## src/ztf_pkg.sv

```systemverilog
package ztf_pkg;

  typedef enum logic [2:0] {
    CMD_FLAT   = 3'd0,
    CMD_TEX    = 3'd1,
    CMD_TEXEL  = 3'd2,
    CMD_READ   = 3'd3,
    CMD_PRESET = 3'd4
  } cmd_e;

  typedef enum logic [2:0] {
    OP_NONE,
    OP_FLAT,
    OP_TEX,
    OP_TEXEL,
    OP_READ,
    OP_PRESET
  } op_e;

  localparam logic [2:0] REG_SCREEN_WIDTH   = 3'd0;
  localparam logic [2:0] REG_SCREEN_HEIGHT  = 3'd1;
  localparam logic [2:0] REG_TEXTURE_WIDTH  = 3'd2;
  localparam logic [2:0] REG_TEXTURE_HEIGHT = 3'd3;

  localparam logic [10:0] RST_SCREEN_WIDTH   = 11'd640;
  localparam logic [10:0] RST_SCREEN_HEIGHT  = 11'd480;
  localparam logic [8:0]  RST_TEXTURE_WIDTH  = 9'd256;
  localparam logic [8:0]  RST_TEXTURE_HEIGHT = 9'd256;

  localparam int unsigned BASE_W  = 22;
  localparam int unsigned STEP_W  = 49;
  localparam int unsigned ACC_W   = 50;
  localparam int unsigned DIV_DW  = 49;
  localparam int unsigned DIV_VW  = 32;
  localparam int unsigned Q_DEPTH = 2;

  typedef struct packed {
    logic [2:0]         command;
    logic [9:0]         x_start;
    logic [9:0]         x_end;
    logic [9:0]         row;
    logic signed [31:0] z_start;
    logic signed [31:0] z_end;
    logic signed [31:0] u_start;
    logic signed [31:0] u_end;
    logic signed [31:0] v_start;
    logic signed [31:0] v_end;
    logic [31:0]        color;
    logic [1:0]         texture_slot;
  } in_item_t;

  typedef struct packed {
    logic [31:0]        pixel_color;
    logic signed [31:0] pixel_depth;
    logic [10:0]        pixels_written;
    logic               status;
  } out_item_t;

  typedef struct packed {
    logic [10:0] sw;
    logic [10:0] sh;
    logic [8:0]  tw;
    logic [8:0]  th;
  } cfg_t;

  typedef struct packed {
    op_e                       op;
    logic                      clip;
    logic [9:0]                lo;
    logic [9:0]                hi;
    logic [9:0]                row;
    logic [BASE_W-1:0]         base;
    logic signed [31:0]        z0;
    logic signed [31:0]        u0;
    logic signed [31:0]        v0;
    logic signed [STEP_W-1:0]  zs;
    logic signed [STEP_W-1:0]  us;
    logic signed [STEP_W-1:0]  vs;
    logic [31:0]               color;
    logic [1:0]                slot;
  } job_t;

  typedef enum logic [1:0] {
    F_IDLE,
    F_DSTART,
    F_DWAIT,
    F_PUSH
  } f_state_e;

  typedef enum logic [3:0] {
    B_CLEAR,
    B_FETCH,
    B_RUN,
    B_RWAIT,
    B_PIX,
    B_TEST,
    B_MULU,
    B_DSU,
    B_WU,
    B_MULV,
    B_DSV,
    B_WV,
    B_TEXRD,
    B_TEXWR,
    B_ADV,
    B_DONE
  } b_state_e;

  function automatic logic [10:0] clamp_cfg(logic [10:0] v, int unsigned hi);
    logic [10:0] r;
    if (v == 11'd0) begin
      r = 11'd1;
    end else if (32'(v) > hi) begin
      r = 11'(hi);
    end else begin
      r = v;
    end
    return r;
  endfunction

endpackage

```

## src/ztf_div.sv

```systemverilog
module ztf_div #(
  parameter int unsigned DW = 49,
  parameter int unsigned VW = 32,
  localparam int unsigned CW = $clog2(DW + 1)
) (
  input  logic                 clk_i,
  input  logic                 rst_ni,
  input  logic                 start_i,
  input  logic signed [DW-1:0] a_i,
  input  logic signed [VW-1:0] b_i,
  output logic                 done_o,
  output logic signed [DW-1:0] q_o
);

  logic          run_q, done_q, neg_q;
  logic [CW-1:0] cnt_q;
  logic [DW-1:0] quo_q, amag;
  logic [VW:0]   rem_q, shifted, rem_d;
  logic [VW-1:0] bmag_q, bmag;
  logic          fits;

  assign amag    = a_i[DW-1] ? (~a_i + 1'b1) : a_i;
  assign bmag    = b_i[VW-1] ? (~b_i + 1'b1) : b_i;
  assign shifted = {rem_q[VW-1:0], quo_q[DW-1]};
  assign fits    = shifted >= {1'b0, bmag_q};
  assign rem_d   = fits ? (shifted - {1'b0, bmag_q}) : shifted;

  always_ff @(posedge clk_i or negedge rst_ni) begin
    if (!rst_ni) begin
      run_q  <= 1'b0;
      done_q <= 1'b0;
      neg_q  <= 1'b0;
      cnt_q  <= '0;
      quo_q  <= '0;
      rem_q  <= '0;
      bmag_q <= '0;
    end else if (start_i) begin
      run_q  <= 1'b1;
      done_q <= 1'b0;
      neg_q  <= a_i[DW-1] ^ b_i[VW-1];
      cnt_q  <= '0;
      quo_q  <= amag;
      rem_q  <= '0;
      bmag_q <= bmag;
    end else if (run_q) begin
      quo_q <= {quo_q[DW-2:0], fits};
      rem_q <= rem_d;
      cnt_q <= cnt_q + 1'b1;
      if (cnt_q == CW'(DW - 1)) begin
        run_q  <= 1'b0;
        done_q <= 1'b1;
      end
    end else begin
      done_q <= 1'b0;
    end
  end

  assign done_o = done_q;
  assign q_o    = neg_q ? $signed(~quo_q + 1'b1) : $signed(quo_q);

endmodule

```

## src/ztf_front.sv

```systemverilog
module ztf_front import ztf_pkg::*; #(
  parameter int unsigned TEXTURE_SLOTS = 4
) (
  input  logic     clk_i,
  input  logic     rst_ni,
  input  cfg_t     cfg_i,
  input  logic     enable_i,
  input  logic     in_valid_i,
  output logic     in_ready_o,
  input  in_item_t in_data_i,
  output logic     push_o,
  input  logic     full_i,
  output job_t     job_o
);

  f_state_e state_q, state_d;
  job_t     job_q, acc_job;
  logic signed [31:0] ze_q, ue_q, ve_q;
  logic [9:0] n_q;
  logic [1:0] idx_q;

  logic swap, is_span, slot_bad;
  logic [10:0] y, mrow;
  logic [21:0] prod;

  logic div_start, div_done;
  logic signed [31:0] sel_e, sel_s;
  logic signed [32:0] diff;
  logic signed [DIV_DW-1:0] div_a, div_q;
  logic signed [DIV_VW-1:0] div_b;

  always_comb begin
    swap     = in_data_i.x_start > in_data_i.x_end;
    is_span  = (in_data_i.command == CMD_FLAT) || (in_data_i.command == CMD_TEX);
    slot_bad = {30'b0, in_data_i.texture_slot} >= TEXTURE_SLOTS;
    y        = cfg_i.sh - {1'b0, in_data_i.row} - 11'd1;
    mrow     = is_span ? y : {1'b0, in_data_i.row};
    prod     = mrow * cfg_i.sw;

    acc_job       = '0;
    acc_job.op    = OP_NONE;
    acc_job.lo    = swap ? in_data_i.x_end : in_data_i.x_start;
    acc_job.hi    = swap ? in_data_i.x_start : in_data_i.x_end;
    acc_job.row   = in_data_i.row;
    acc_job.base  = BASE_W'(prod);
    acc_job.z0    = swap ? in_data_i.z_end : in_data_i.z_start;
    acc_job.u0    = swap ? in_data_i.u_end : in_data_i.u_start;
    acc_job.v0    = swap ? in_data_i.v_end : in_data_i.v_start;
    acc_job.color = in_data_i.color;
    acc_job.slot  = in_data_i.texture_slot;
    if (!is_span) begin
      acc_job.lo = in_data_i.x_start;
      acc_job.z0 = in_data_i.z_start;
    end

    case (in_data_i.command)
      CMD_FLAT, CMD_TEX: begin
        if (in_data_i.command == CMD_TEX && slot_bad) begin
          acc_job.clip = 1'b1;
        end else if ({1'b0, in_data_i.row} >= cfg_i.sh) begin
          acc_job.clip = 1'b1;
        end else begin
          acc_job.op = (in_data_i.command == CMD_TEX) ? OP_TEX : OP_FLAT;
        end
      end
      CMD_TEXEL: begin
        if (slot_bad || {1'b0, in_data_i.x_start} >= {1'b0, cfg_i.tw}
            || {1'b0, in_data_i.row} >= {1'b0, cfg_i.th}) begin
          acc_job.clip = 1'b1;
        end else begin
          acc_job.op = OP_TEXEL;
        end
      end
      CMD_READ, CMD_PRESET: begin
        if ({1'b0, in_data_i.x_start} >= cfg_i.sw || {1'b0, in_data_i.row} >= cfg_i.sh) begin
          acc_job.clip = 1'b1;
        end else begin
          acc_job.op = (in_data_i.command == CMD_READ) ? OP_READ : OP_PRESET;
        end
      end
      default: begin
        acc_job.op = OP_NONE;
      end
    endcase
  end

  always_comb begin
    unique case (idx_q)
      2'd0:    begin sel_e = ze_q; sel_s = job_q.z0; end
      2'd1:    begin sel_e = ue_q; sel_s = job_q.u0; end
      default: begin sel_e = ve_q; sel_s = job_q.v0; end
    endcase
    diff  = 33'(sel_e) - 33'(sel_s);
    div_a = {diff, 16'b0};
    div_b = $signed({22'b0, n_q});
  end

  ztf_div #(.DW(DIV_DW), .VW(DIV_VW)) u_div (
    .clk_i   (clk_i),
    .rst_ni  (rst_ni),
    .start_i (div_start),
    .a_i     (div_a),
    .b_i     (div_b),
    .done_o  (div_done),
    .q_o     (div_q)
  );

  always_comb begin
    state_d = state_q;
    unique case (state_q)
      F_IDLE: begin
        if (in_valid_i && enable_i) begin
          if ((acc_job.op == OP_FLAT || acc_job.op == OP_TEX) && acc_job.lo != acc_job.hi) begin
            state_d = F_DSTART;
          end else begin
            state_d = F_PUSH;
          end
        end
      end
      F_DSTART: state_d = F_DWAIT;
      F_DWAIT: begin
        if (div_done) begin
          state_d = (idx_q == 2'd2) ? F_PUSH : F_DSTART;
        end
      end
      F_PUSH: begin
        if (!full_i) begin
          state_d = F_IDLE;
        end
      end
      default: state_d = F_IDLE;
    endcase
  end

  always_comb begin
    in_ready_o = (state_q == F_IDLE) && enable_i;
    div_start  = state_q == F_DSTART;
    push_o     = (state_q == F_PUSH) && !full_i;
  end

  always_ff @(posedge clk_i or negedge rst_ni) begin
    if (!rst_ni) begin
      state_q <= F_IDLE;
      job_q   <= '0;
      ze_q    <= '0;
      ue_q    <= '0;
      ve_q    <= '0;
      n_q     <= '0;
      idx_q   <= '0;
    end else begin
      state_q <= state_d;
      if (in_ready_o && in_valid_i) begin
        job_q <= acc_job;
        ze_q  <= swap ? in_data_i.z_start : in_data_i.z_end;
        ue_q  <= swap ? in_data_i.u_start : in_data_i.u_end;
        ve_q  <= swap ? in_data_i.v_start : in_data_i.v_end;
        n_q   <= acc_job.hi - acc_job.lo;
        idx_q <= '0;
      end else if (state_q == F_DWAIT && div_done) begin
        unique case (idx_q)
          2'd0:    job_q.zs <= div_q;
          2'd1:    job_q.us <= div_q;
          default: job_q.vs <= div_q;
        endcase
        idx_q <= idx_q + 2'd1;
      end
    end
  end

  assign job_o = job_q;

endmodule

```

## config.mk

```make
export PLATFORM = sky130hd
export DESIGN_NAME = ztf_front
export DESIGN_NICKNAME = d
export VERILOG_FILES = /design/src/ztf_pkg.sv /design/src/ztf_div.sv /design/src/ztf_front.sv
export SDC_FILE = /design/constraint.sdc
export NUM_CORES = 2
export LEC_CHECK = 0
export BUFFER_PORTS_ARGS = -buffer_cell sky130_fd_sc_hd__buf_4
export CAP_MARGIN = 15
export CORE_AREA = 2 2 247 249
export DETAILED_ROUTE_END_ITERATION = 12
export DIE_AREA = 0 0 249 251
export GPL_TIMING_DRIVEN = 0
export PLACE_DENSITY = 0.83
export SLEW_MARGIN = 20
export SYNTH_ARGS = -nofsm -noshare
export SYNTH_HDL_FRONTEND = slang
export SYNTH_SLANG_ARGS = --single-unit
```

## constraint.sdc

```tcl
create_clock -name clk_i -period 14.17 [get_ports clk_i]
set_input_delay 0.7085 -clock clk_i [delete_from_list [all_inputs] [get_ports clk_i]]
set_output_delay 0.7085 -clock clk_i [all_outputs]
set_load 0.1 [all_outputs]
```

==> results.txt <==
----------------------------------------------------
[Outcome]
  Outcome ... finished, final reports clean

[STA]
  Relative slew slack ... 0.1789
  Setup repair after global routing missed its margin ... no
  Aggregate negative setup slack ... 0 ps
  Share of the clock period used by the worst path after layout ... 0.5965
  Tmin final ... 8452 ps
  Peak Freq ... between 0.1 and 0.15 GHz
  Final Max Tran Viols ... 0
  Final setup viols ... 0
  Final hold violations ... 0
  Measured slew at the worst slew-check pin ... roughly 1200 ps
  Worst clock skew ... 20.36 ps

[Critical path]
  Origin of the worst setup path ... in_data_i[226]
  Path type of the worst setup path ... in -> reg
  Reg-to-reg startpoint ... idx_q[0]$_DFFE_PN0P_
  Setup slack, reg-to-reg ... 7380 ps
  Destination of the critical timing path ... job_o[297]$_DFFE_PN0P_
  Kind of end point of the critical path ... register
  Critical R2R Capture ... u_div.quo_q[48]$_DFFE_PN0P_
  Critical path buffers and inverters ... 7
  Arr. time, crit path ... roughly 9000 ps
  Crit Path Max Fanout ... 10
  Worst endpoint required time ... about 15,000 ps
  Dominant delay contributor by cell family on the critical path ... adder cells
  Logic depth of the worst register-to-register path ... 21
  Number of stages on the worst setup path ... 34
  Critical Path Start Type ... input pin
  Slowest CP cell ... fa_1
  Longest individual stage delay on the worst path ... ~550 ps

[Global routing]
  Pin count of the biggest net entering global routing ... 100
  Total GRT Usage ... 0.3853
  Wire length of the first global-routing pass ... ~190 mm
  Number of antenna violations at the first check in global routing ... 21
  Total grt overflow ... 0
  Number of global-route vias before repair ... between 30,000 and 40,000

[Floorplan]
  Die Y ... 251 um
  Die W ... about 250 um
  Placeable core region ... between 50,000 and 60,000 um2
  Ports ... between 600 and 700
  Total Die Area ... between 60,000 and 70,000 um2
  Number of core rows ... 90
  Initial Utilization ... 0.5679

[Clock tree]
  Sinks on Clock Net ... ~540
  TritonCTS clock tree ... built
  Clock Tree Buf Depth ... 3
  Master cell of the clock root buffer ... clkbuf_16
  Worst-path clk slew ... around 70 ps
  H-tree levels ... 2
  Number of hold-repair buffers added at the cts stage ... 1
  CTS Buf Count ... 56
  Post-CTS setup buffer count ... 0
  Number of instances resized during post-cts repair ... 0
  Clock Latency Late Sink ... 630 ps

[Routing]
  1st-iter DRT viols ... slightly below 3,000
  Met3 wirelength from detailed routing ... around 12 mm
  Met1 Routed Length ... about 47 mm
  Routed wire length on met2 ... about 56 mm
  Number of antenna-violating nets in the routed design ... 0
  Average wire length per cell after detail routing ... between 20 and 25 um
  Drt via density ... 6.031
  Total via count after detailed routing ... between 30,000 and 40,000
  Top metal layer carrying routed signals ... met5
  Remaining routing DRC violations ... 0
  Number of optimization iterations in the first detailed-route pass ... 6
  Detailed Route WL ... roughly 120 mm

[Min path]
  Min-Delay Path Class ... in -> reg

[Synthesis]
  Top-area cell type share of the netlist area ... 0.4002
  Fraction of registers with async set or reset after synthesis ... 1.000
  Count of flip-flops with a built-in enable after synthesis ... 0
  Total standard cell area after synthesis ... around 34,000 um2
  Library cell with the largest summed area after synthesis ... dfrtp_1
  Synth Net Count ... 4,368
  Post-Synthesis Cells ... roughly 3,800
  Portion of the post-synthesis area used by sequential elements ... 0.4002
  Cell types with the largest area share after synthesis ... dfrtp_1, nand2_1, mux2i_1
  Post-synthesis average cell area ... 8.926 um2
  Post-synth cell types ... 80
  Yosys warning count ... 0
  Number of synthesized register bits ... about 540
  Most used flip-flop cell after synthesis ... dfrtp_1

[Finish]
  Final nets ... 5,069
  Filler cell count ... 4,675
  Growth of design area from synthesis to finish ... 23.06%
  Most frequent standard cell in the layout excluding fill and tap cells ... nand2_1
  Fraction of layout instances using a drive strength above 1 ... 0.1734
  Top library cells by usage in the layout, fill and taps aside ... nand2_1, buf_4, dfrtp_1

[Place]
  HPWL after detailed placement ... approximately 96 mm
  Input/output buffers ... around 640
  Final weighted congestion in routability-driven placement ... around 1

[Run]
  Maximum capacitance violations ... 0

----------------------------------------------------
worst reg2reg max path: cells and delay by family, from the launching register on:
kind                     cells  cell delay (ps)
AND/OR/NAND/NOR              9             2810
AO/OA/AOI/OAI                5             1360
buffers and inverters        4             1220
adder cells (fa/ha/maj)      3              930
flip-flops                   1              400
cells in the mapped netlist (all sizes together) (38+ instances only):
library cell	count
clkbuf	185
buf	45
inv	201
o21ai	494
a21o	39
a211oi	51
a21oi	192
nand3	71
nor2	161
fa	84
xnor2	96
dfrtp	543
ha	176
nand2	699
mux2i	240
and2	49
xor2	53
nor2b	38
registers in the layout, summed over array words and instances (netlist names):
name,count
u_div.done_o,1
idx_q,2
state_q,2
ve_q,32
ze_q,32
u_div.neg_q,1
u_div.quo_q,49
u_div.bmag_q,10
u_div.run_q,1
u_div.rem_q,32
job_o,333
u_div.cnt_q,6
ue_q,32
n_q,10
per-stage QoR:
step / hold WS, ps / instance area (um2) / std cells / util / setup WS (ps)
2_1_floorplan: 412.9 / 33960 / 3804 / - / 6579
3_3_place_gp: 458.6 / 39700 / 5221 / 0.6639 / 5261
3_5_place_dp: 461.8 / 39880 / 5227 / 0.6670 / 5242
4_1_cts: 234.4 / 41720 / 5330 / 0.6978 / 5809
5_1_grt: 253.9 / 41780 / 5346 / 0.6988 / 5271
6_report: 257.4 / 41780 / 5346 / 0.6988 / 5718
cells by family (layout without fill, tap and decap cells):
logic type	Yosys count	count (layout)	synth area share
adders and majority gates	260	260	0.1144
xor gates and xnor gates	149	149	0.03865
other	0	15	0
muxes	254	254	0.07539
AOI/OAI and AO/OA	952	952	0.1632
buffers and inverters	431	1176	0.04790
DFF	543	543	0.4002
and+or+nand+nor	1215	1215	0.1603
layer usage:
| metal | vias up | global-route usage |
|---|---|---|
| met5 | - | 0 |
| met4 | 10 | 0.2306 |
| li1 | 14481 | - |
| met3 | 415 | 0.08946 |
| met1 | 15510 | 0.4881 |
| met2 | 1827 | 0.6057 |
worst min-delay path by stage:
| stage | start | endpoint | cells past startpoint |
|---|---|---|---|
| 6_report | in_data_i[0] | job_o[0]$_DFFE_PN0P_ | 3 |
| 5_1_grt | in_data_i[32] | job_o[32]$_DFFE_PN0P_ | 3 |
| 4_1_cts | in_data_i[25] | job_o[25]$_DFFE_PN0P_ | 3 |
| 3_5_place_dp | n_q[3]$_DFFE_PN0P_ | u_div.bmag_q[3]$_DFFE_PN0P_ | 2 |
| 3_3_place_gp | n_q[4]$_DFFE_PN0P_ | u_div.bmag_q[4]$_DFFE_PN0P_ | 2 |
| 2_1_floorplan | rst_ni | idx_q[0]$_DFFE_PN0P_ | 0 |
cell type report:
type | instances | area, um2 | share of cell area
antenna | 15 | 37.54 | 0.0008983
buffer | 230 | 874.6 | 0.02093
clock buffer | 75 | 1593 | 0.03812
clock inverter | 27 | 240.2 | 0.005749
inverter | 201 | 754.5 | 0.01806
multi-input combinational | 2830 | 18750 | 0.4488
sequential | 543 | 13590 | 0.3252
tap | 782 | 978.4 | 0.02342
timing repair buffer | 643 | 4965 | 0.1188
Power is left out: the tool's default activity adds up to more than one toggle a clock period on the data nets, which glitch-free logic cannot reach.
