<file path="src/ztf_fifo.sv">
module ztf_fifo #(
  parameter int unsigned W     = 8,
  parameter int unsigned DEPTH = 2,
  localparam int unsigned PW   = (DEPTH > 1) ? $clog2(DEPTH) : 1
) (
  input  logic         clk_i,
  input  logic         rst_ni,
  input  logic         push_i,
  input  logic [W-1:0] wdata_i,
  input  logic         pop_i,
  output logic [W-1:0] rdata_o,
  output logic         full_o,
  output logic         empty_o
);

  logic [W-1:0]  mem_q [DEPTH];
  logic [PW-1:0] wr_q, rd_q;
  logic [PW:0]   cnt_q;

  always_ff @(posedge clk_i or negedge rst_ni) begin
    if (!rst_ni) begin
      wr_q  <= '0;
      rd_q  <= '0;
      cnt_q <= '0;
    end else begin
      if (push_i) begin
        wr_q <= (wr_q == PW'(DEPTH - 1)) ? '0 : wr_q + 1'b1;
      end
      if (pop_i) begin
        rd_q <= (rd_q == PW'(DEPTH - 1)) ? '0 : rd_q + 1'b1;
      end
      if (push_i && !pop_i) begin
        cnt_q <= cnt_q + 1'b1;
      end else if (pop_i && !push_i) begin
        cnt_q <= cnt_q - 1'b1;
      end
    end
  end

  always_ff @(posedge clk_i) begin
    if (push_i) begin
      mem_q[wr_q] <= wdata_i;
    end
  end

  assign rdata_o = mem_q[rd_q];
  assign full_o  = cnt_q == (PW + 1)'(DEPTH);
  assign empty_o = cnt_q == '0;

endmodule

</file>
<file path="config.mk">
export PLATFORM = sky130hd
export DESIGN_NAME = ztf_fifo
export DESIGN_NICKNAME = d
export VERILOG_FILES = /design/src/ztf_fifo.sv
export SDC_FILE = /design/constraint.sdc
export NUM_CORES = 1
export LEC_CHECK = 0
export BUFFER_PORTS_ARGS = -buffer_cell sky130_fd_sc_hd__buf_2
export CAP_MARGIN = 40
export CORE_MARGIN = 8
export CORE_UTILIZATION = 52
export DETAILED_ROUTE_END_ITERATION = 10
export PLACE_DENSITY = 0.8
export RECOVER_POWER = 25
export SLEW_MARGIN = 5
export SYNTH_ARGS = -nofsm -noshare
export SYNTH_HDL_FRONTEND = slang
export SYNTH_SLANG_ARGS = --single-unit
</file>
<file path="constraint.sdc">
create_clock -name clk_i -period 2.5 [get_ports clk_i]
set_input_delay 0.125 -clock clk_i [delete_from_list [all_inputs] [get_ports clk_i]]
set_output_delay 0.125 -clock clk_i [all_outputs]
set_load 0.01 [all_outputs]
</file>
==> impl_metrics.tcl, run 1 <==
set metrics [dict create \
    ctsResizeCount 0 \
    drtIter0Drc 4 \
    max-cap-violations 0 \
    power_density_nw_per_um2 1011 \
    cp.required_ns 2.38 \
    cp_cell_sequence "mux2_2 > buf_2" \
    avgRoutedWirePerCell_um 14.37 \
    final_common_cell "buf_2" \
    overflow 0 \
    grt_setup_unrepaired "false" \
    synth.distinct_cells 12 \
    drt-pass1-iter-count 2 \
    cp.arrival_ns 1.39 \
    grt_use_total_pct 8.766 \
    final_hold_viol_count 0 \
    peakVddDrop_uv 609.6 \
    insertion_delay_ns 0.29 \
    portBuffers 21 \
    clkSlewWorstSetupHoldPaths_ns 0.11 \
    clock_skew_ns 0.006091 \
    die_h_um 54.50 \
    cts.hold.buffers_added 1 \
    cts_buffers 3 \
    dieWidth_um 54.50 \
    grt_pass1_wl_um 1821 \
    clock_sinks 20 \
    endpoint_kind "output pin" \
    cp-start-kind "register" \
    layout_common_cells "buf_2 (20), edfxtp_1 (16), mux2_2 (8)" \
    setup-tns-final_ns 0 \
    critical-path-top-delay-family "flip-flops" \
    vias 406 \
    via_per_inst 4.892 \
    hp-class "input pin to register" \
    period_share_pct 60.73 \
    period_needed_ns 1.518 \
    grt_pass1_vias 444 \
    slowest_stage "dfrtp_1" \
    cts_tree "built" \
    finalMaxSlewViolations 0 \
    cts_setup_buffers 0 \
    r2r-start "wr_q" \
    syn_area_um2 770.7 \
    wl_um 1193 \
    status "finished, final reports clean" \
    critPathBufInv 1 \
    drc 0 \
    fin_nets 81 \
    dieArea_um2 2970 \
    leakage_uw 0.0003809 \
    crit_fanout 9 \
    hold_path.startpoint "wdata_i[6]" \
    startpoint "rd_q" \
    fin_hold_ws_ns 0.01616 \
    clock_tree.buffer_depth 2 \
    htree_levels 1 \
    num_antenna_cells 0 \
    ys_seq_area_share_pct 75.32 \
    yosys_warnings 0 \
    synth_cells 41 \
    syn2layout_area_growth_pct 20.62 \
    worstSetupPathType "register to output pin" \
    core_area_um2 1454 \
    dpl.hpwl_um 878.2 \
    max_stage_delay_ns 0.58 \
    grt_max_degree 12 \
    setup_violations 0 \
    rows 14 \
    antenna_found_initial 0 \
    ant_nets 0 \
    ios 22 \
    syn-mean-instance-area_um2 18.80 \
    drive_above_1_share_pct 47.76 \
    max_slew.worst_pin.slew_ns 0.6875 \
    ys_ff_latch 20 \
    relSlewSlack_pct 54.07 \
    synth.net_count 54 \
    start_util_pct 53.01 \
    gp_congestion 0.6380 \
    cts_root_buf "clkbuf_4" \
    clock.fmax_mhz 658.7 \
]
==> cell type report <==
cell class                 instances  area (µm²)
tap                               16       20.02
fill                             124       524.3
sequential                        20       580.6
inverter                           1       3.754
clock buffer                       4       26.28
multi-input combinational         19       175.2
timing repair buffer              23       123.9
==> cell usage after synthesis <==
cell type   n  area, µm²
and2_1      1      6.260
and2b_2     1      8.760
buf_6       1      11.26
dfrtp_1     4      100.1
edfxtp_1   16      480.5
ha_1        1      12.51
inv_1       1      3.750
mux2_2      8      90.09
nor2_1      2      7.510
nor2b_1     1      6.260
xnor2_1     1      8.760
xor2_1      4      35.03
==> registers in the layout (all words and copies together), names as in the netlist <==
signal and cells:
mem_q 16, cnt_q 2, rd_q 1, wr_q 1
==> layer usage <==
metal / GRT usage (%) / wire length [µm]
met5: 0 / 0
met4: 3.689 / 0
met3: 3.804 / 105
met2: 14.50 / 599
met1: 9.651 / 488
==> final timing paths <==
path	to	slack, ns	cells after the start
max in group asynchronous	wr_q	2.20	2
worst max register to register	mem_q[0][3]	1.17	1
min in group asynchronous	rd_q	0.18	2
worst max-delay path	rdata_o[2]	0.98	2
worst min register to register	cnt_q[1]	0.51	1
worst min-delay path	mem_q[0][6]	0.02	1
==> stage by stage <==
| step | cell area (µm²) | std cells | setup slack (ns) | power, µW | utilization (%) |
|---|---|---|---|---|---|
| after global routing | 929.6 | 83 | 0.9074 | 1000 | 63.94 |
| after floorplan | 770.7 | 41 | 1.338 | 707.4 | - |
| after CTS | 920.9 | 82 | 0.9667 | 952.0 | 63.34 |
| after detailed placement | 884.6 | 77 | 1.155 | 801.8 | 60.84 |
| final | 929.6 | 83 | 0.9818 | 939.9 | 63.94 |
| after global placement | 884.6 | 77 | 1.249 | 789.6 | 60.84 |
==> logic make-up after synthesis <==
group	count (synthesis)	synth area share, %
adders and majority gates	1	1.623
xor gates and xnor gates	5	5.682
muxes	8	11.69
DFF	20	75.33
and+or+nand+nor	5	3.735
buffers and inverters	2	1.947
==> power breakdown <==
part / leakage (µW) / switching [µW] / internal [µW]
sequential: 0.000197 / 62.7 / 453
combinational: 0.000169 / 126 / 148
clock: 0.0000150 / 88.6 / 62.0
total: 0.000381 / 277 / 663
No activity file was read; power rests on OpenSTA's default activity.
==> inputs of run 2 (changes only) <==
--- a/config.mk
+++ b/config.mk
@@ -8,9 +8,9 @@
 export BUFFER_PORTS_ARGS = -buffer_cell sky130_fd_sc_hd__buf_2
 export CAP_MARGIN = 40
 export CORE_MARGIN = 8
-export CORE_UTILIZATION = 52
+export CORE_UTILIZATION = 48
 export DETAILED_ROUTE_END_ITERATION = 10
-export PLACE_DENSITY = 0.8
+export PLACE_DENSITY = 0.75
 export RECOVER_POWER = 25
 export SLEW_MARGIN = 5
 export SYNTH_ARGS = -nofsm -noshare
==> constraint.sdc (replaced) <==
create_clock -name clk_i -period 1.4 [get_ports clk_i]
set_input_delay 0.07 -clock clk_i [delete_from_list [all_inputs] [get_ports clk_i]]
set_output_delay 0.07 -clock clk_i [all_outputs]
set_load 0.01 [all_outputs]
==> run 2 against run 1 <==
Effect of this change:
- routed wire length up 10%
- clock power up 110%
- highest routed layer unchanged
- worst hold slack better by 0.12 ns
- first-iteration DRC count rose to 3.0 times the previous value
==> impl_metrics.tcl, run 2 (same netlist as run 1, synthesis figures left out) <==
set metrics [dict create \
    seqCellArea_um2 581.8 \
    grt_pass1_wl_um 2159 \
    leakage_uw 0.0004359 \
    final_area_um2 1052 \
    grt.busiest_layer "met2" \
    placed_area_um2 899.6 \
    drc 0 \
    ant_nets 0 \
    hp-class "input pin to asynchronous set/reset pin" \
    cts_tree "built" \
    cp-start-kind "register" \
    top_register "mem_q" \
    grt_max_degree 12 \
    grt.met3_usage_pct 3.196 \
    antenna_found_initial 0 \
    fin_nets 93 \
    dieWidth_um 56.07 \
    status "finished, final reports clean" \
    num_antenna_cells 0 \
    avgRoutedWirePerCell_um 13.84 \
    relSlewSlack_pct 74.80 \
    grt_use_total_pct 8.353 \
    final_common_cell "buf_2" \
    clock_tree.buffer_depth 2 \
    cp.required_ns 1.33 \
    use_met2_pct 16.01 \
    peakVddDrop_uv 1098 \
    cts_root_buf "clkbuf_4" \
    portBuffers 21 \
    multi_input_area_um2 175.2 \
    final_hold_viol_count 0 \
    cp.arrival_ns 1.27 \
    setup_violations 0 \
    clkSlewWorstSetupHoldPaths_ns 0.10 \
    vias 448 \
    clock.fmax_mhz 744.6 \
    clock_sinks 20 \
    htree_levels 1 \
    insertion_delay_ns 0.29 \
    use_met1_pct 7.984 \
    max-cap-violations 0 \
    ios 22 \
    power_density_nw_per_um2 1711 \
    fill_cells 105 \
    period_needed_ns 1.343 \
    drt-pass1-iter-count 4 \
    core_area_um2 1506 \
    clock_skew_ns 0.001516 \
    via_per_inst 4.716 \
    endpoint_kind "output pin" \
    drtIter0Drc 12 \
    max_slew.worst_pin.slew_ns 0.3779 \
    largest_reg_flops 16 \
    dp_slack_ns 0.2443 \
    rows 14 \
    gp_congestion 0.6721 \
    grt_setup_unrepaired "true" \
    period_share_pct 95.93 \
    drive_above_1_share_pct 45.57 \
    start_util_pct 51.16 \
    wl_um 1315 \
    dieArea_um2 3144 \
    layout_common_cells "buf_2 (19), edfxtp_1 (16), dlygate4sd3_1 (11)" \
    dpl.hpwl_um 999.5 \
    finalMaxSlewViolations 0 \
    syn2layout_area_growth_pct 36.53 \
    fin_ws_ns 0.05697 \
    grt_pass1_vias 502 \
    overflow 0 \
    die_h_um 56.07 \
    crit_fanout 9 \
    reg_top3 "mem_q (16), cnt_q (2)" \
    worstSetupPathType "register to output pin" \
    cts_buffers 3 \
]
-- run 2: cell types whose count changed in the layout (fill, tap and decap cells not counted), sizes merged --
cell	change
buf	+1
dlygate4sd3	+9
clkbuf	+2
-- run 2: cell type report --
cell class	instances	share of cell area [%]
timing repair buffer	35	22.35
clock buffer	4	3.448
multi-input combinational	19	16.65
tap	16	1.902
inverter	1	0.3567
sequential	20	55.29
-- run 2: path summary, 6_finish.rpt --
kind	slack (ns)	depth (start not counted)	to	start
max in group asynchronous	1.06	2	rd_q	rst_ni
min in group clk_i	0.49	1	wr_q	wr_q
max reg2reg	0.32	1	mem_q[1][1]	wr_q
max	0.06	2	rdata_o[7]	rd_q
min reg2reg	0.49	1	wr_q	wr_q
min	0.14	2	cnt_q[1]	rst_ni
-- run 2: metrics by stage --
stage               power [µW]   TNS [ns]  hold slack [ns]  std cells  utilization [%]
finish                    1800          0           0.1369         95            69.85
detailed placement        1459          0          -0.1185         79            59.72
CTS                       1805          0          0.09164         94            69.52
floorplan                 1263          0          -0.2256         41                -
global route              1907  -0.007330           0.1565         95            69.85
global placement          1438          0          -0.1185         79            59.72
-- run 2: critical path: stages (launching register included) --
cell	delay [ns]
dfrtp_2	0.49
mux2_2	0.36
buf_2	0.14
-- run 2: where the power goes --
| group | switching, µW | leakage, µW | internal, µW |
|---|---|---|---|
| logic | 245 | 0.000219 | 317 |
| clock network | 163 | 0.0000210 | 158 |
| registers | 106 | 0.000196 | 811 |
| total | 514 | 0.000436 | 1290 |
-- run 2: routing by layer --
| metal | wire length [µm] | up-vias |
|---|---|---|
| met5 | 0 | - |
| met4 | 0 | 0 |
| met3 | 68 | 0 |
| met2 | 728 | 9 |
| met1 | 518 | 214 |
| li1 | - | 225 |
-- run 2: repair_timing --
action                                  CTS  global route
endpoints found under the hold margin    22             0
hold buffers                             11             0
gates resized for setup                   1             0
setup buffers                             0             1
endpoints found under the setup margin    8             8
==> inputs of run 3 (changes only) <==
--- a/config.mk
+++ b/config.mk
@@ -5,10 +5,11 @@
 export SDC_FILE = /design/constraint.sdc
 export NUM_CORES = 1
 export LEC_CHECK = 0
+export ABC_AREA = 1
 export BUFFER_PORTS_ARGS = -buffer_cell sky130_fd_sc_hd__buf_2
 export CAP_MARGIN = 40
 export CORE_MARGIN = 8
-export CORE_UTILIZATION = 48
+export CORE_UTILIZATION = 49
 export DETAILED_ROUTE_END_ITERATION = 10
 export PLACE_DENSITY = 0.75
 export RECOVER_POWER = 25
==> run 3 against run 2 <==
Effect of this change:
- setup slack worse by 0.029 ns
- routed wire length is 5.3% higher
- combinational power is 23% higher
- critical path type unchanged
- largest power group unchanged
==> impl_metrics.tcl, run 3 <==
set metrics [dict create \
    top_register "mem_q" \
    portBuffers 21 \
    max-cap-violations 0 \
    grt_use_total_pct 9.341 \
    syn2layout_area_growth_pct 35.93 \
    cts_buffers 3 \
    worstSetupPathType "register to output pin" \
    grt_max_degree 13 \
    synthMostInstantiatedCell "edfxtp_1" \
    vias 488 \
    num_antenna_cells 0 \
    grt_pass1_vias 518 \
    drtIter0Drc 11 \
    clock_sinks 20 \
    final_hold_viol_count 0 \
    ys.flop_type "edfxtp_1" \
    start_util_pct 53.08 \
    core_area_um2 1541 \
    dieArea_um2 3234 \
    overflow 0 \
    peakVddDrop_uv 1158 \
    dieWidth_um 56.87 \
    fill_cells 114 \
    crit_fanout 5 \
    htree_levels 1 \
    gp_congestion 0.6921 \
    synth_largest_area_cell "edfxtp_1" \
    reg_top3 "mem_q (16), cnt_q (2)" \
    drc 0 \
    period_share_pct 98.03 \
    endpoint_kind "output pin" \
    cp-start-kind "register" \
    hp-class "input pin to asynchronous set/reset pin" \
    syn-mean-instance-area_um2 16.37 \
    synth_area_leaders "edfxtp_1 (59%), mux2_4 (15%), dfrtp_1 (12%)" \
    avgRoutedWirePerCell_um 13.32 \
    finalMaxSlewViolations 0 \
    grt_pass1_wl_um 2366 \
    syn_area_um2 818.3 \
    layout_common_cells "buf_2 (19), edfxtp_1 (16), dlygate4sd3_1 (11)" \
    yosys_warnings 0 \
    fin_nets 102 \
    max_slew.worst_pin.slew_ns 0.3413 \
    drt-pass1-iter-count 2 \
    grt_setup_unrepaired "true" \
    ios 22 \
    ys_top_cells_by_count "edfxtp_1 (16), mux2_4 (8), inv_1 (7)" \
    largest_reg_flops 16 \
    antenna_found_initial 0 \
    period_needed_ns 1.372 \
    clock_skew_ns 0.002506 \
    synthArstFlopShare_pct 20.00 \
    clock.fmax_mhz 728.7 \
    clock_tree.buffer_depth 2 \
    p_total_uw 2031 \
    power_density_nw_per_um2 1826 \
    leakage_uw 0.0005035 \
    startpoint "rd_q" \
    status "finished, final reports clean" \
    relSlewSlack_pct 77.22 \
    insertion_delay_ns 0.29 \
    synth_cells 50 \
    ant_nets 0 \
    synth.distinct_cells 12 \
    r2r-start "wr_q" \
    via_per_inst 4.692 \
    cp.required_ns 1.33 \
    setup_violations 0 \
    ys_seq_area_share_pct 70.95 \
    drive_above_1_share_pct 38.64 \
    synth_top_area_share_pct 58.72 \
    synth.net_count 63 \
    cp.arrival_ns 1.30 \
    setup-tns-final_ns 0 \
    clkSlewWorstSetupHoldPaths_ns 0.11 \
    rows 14 \
    final_common_cell "buf_2" \
    ys_ff_latch 20 \
    wl_um 1385 \
    die_h_um 56.87 \
    cts_tree "built" \
    synth-edff-count 16 \
    fin_util_pct 72.16 \
    cts_root_buf "clkbuf_4" \
]
==> run 3: critical path, cell delays in order (launching register included) <==
cell and delay [ns]:
dfrtp_2 0.41, buf_4 0.16, mux2_4 0.30, buf_2 0.14
==> run 3: final timing paths <==
check / end / slack (ns) / cells after the start
min in group clk_i: mem_q[0][4] / 0.50 / 2
max in group asynchronous: rd_q / 1.07 / 2
worst max register to register: mem_q[1][7] / 0.37 / 2
worst min register to register: wr_q / 0.50 / 1
worst max-delay path: rdata_o[5] / 0.03 / 3
worst min-delay path: wr_q / 0.13 / 2
==> run 3: per-layer routing <==
metal | share of wire (%) | global-route usage [%] | vias to the layer above
li1 | - | - | 247
met1 | 43 | 10.58 | 228
met2 | 50 | 15.05 | 13
met3 | 7.1 | 4.494 | 0
met4 | 0 | 3.020 | 0
met5 | 0 | 0 | -
==> run 3: per-stage QoR <==
step | setup slack, ns | cells | hold WS (ns) | cell area, µm²
2_1_floorplan | 0.2562 | 50 | -0.2256 | 818.3
3_3_place_gp | 0.2148 | 87 | -0.1181 | 939.7
3_5_place_dp | 0.2204 | 87 | -0.1185 | 939.7
4_1_cts | 0.02185 | 102 | 0.1011 | 1104
5_1_grt | -0.01960 | 104 | 0.1439 | 1112
6_report | 0.02763 | 104 | 0.1254 | 1112
==> run 3: what timing repair did <==
| item | CTS | global route |
|---|---|---|
| hold buffers | 11 | 0 |
| setup endpoints to repair | 8 | 8 |
| buffers inserted | 0 | 2 |
| hold endpoints to repair | 22 | 0 |
| resized for setup | 1 | 0 |
==> run 3: area by class of cell <==
cell class                 instances  area [µm²]  area share [%]
clock buffer                       3       22.52           2.025
timing repair buffer              35       231.5           20.81
multi-input combinational         22       200.2           18.00
inverter                           7       26.28           2.362
tap                               16       20.02           1.800
sequential                        20       581.8           52.31
clock inverter                     1       30.03           2.700
==> run 3: report_power, final <==
part | internal [µW] | switching (µW) | leakage [µW]
Combinational | 369 | 323 | 0.000279
Clock | 289 | 169 | 0.0000279
Sequential | 809 | 71.1 | 0.000196
Total | 1470 | 563 | 0.000503
==> run 3: cells by family after synthesis <==
kind of cell | after synthesis | synth area share, %
fa+ha+maj | 1 | 1.529
buf+inv | 8 | 4.588
flops | 20 | 70.95
mux | 8 | 14.68
xor+xnor | 3 | 3.212
simple gates | 10 | 5.046
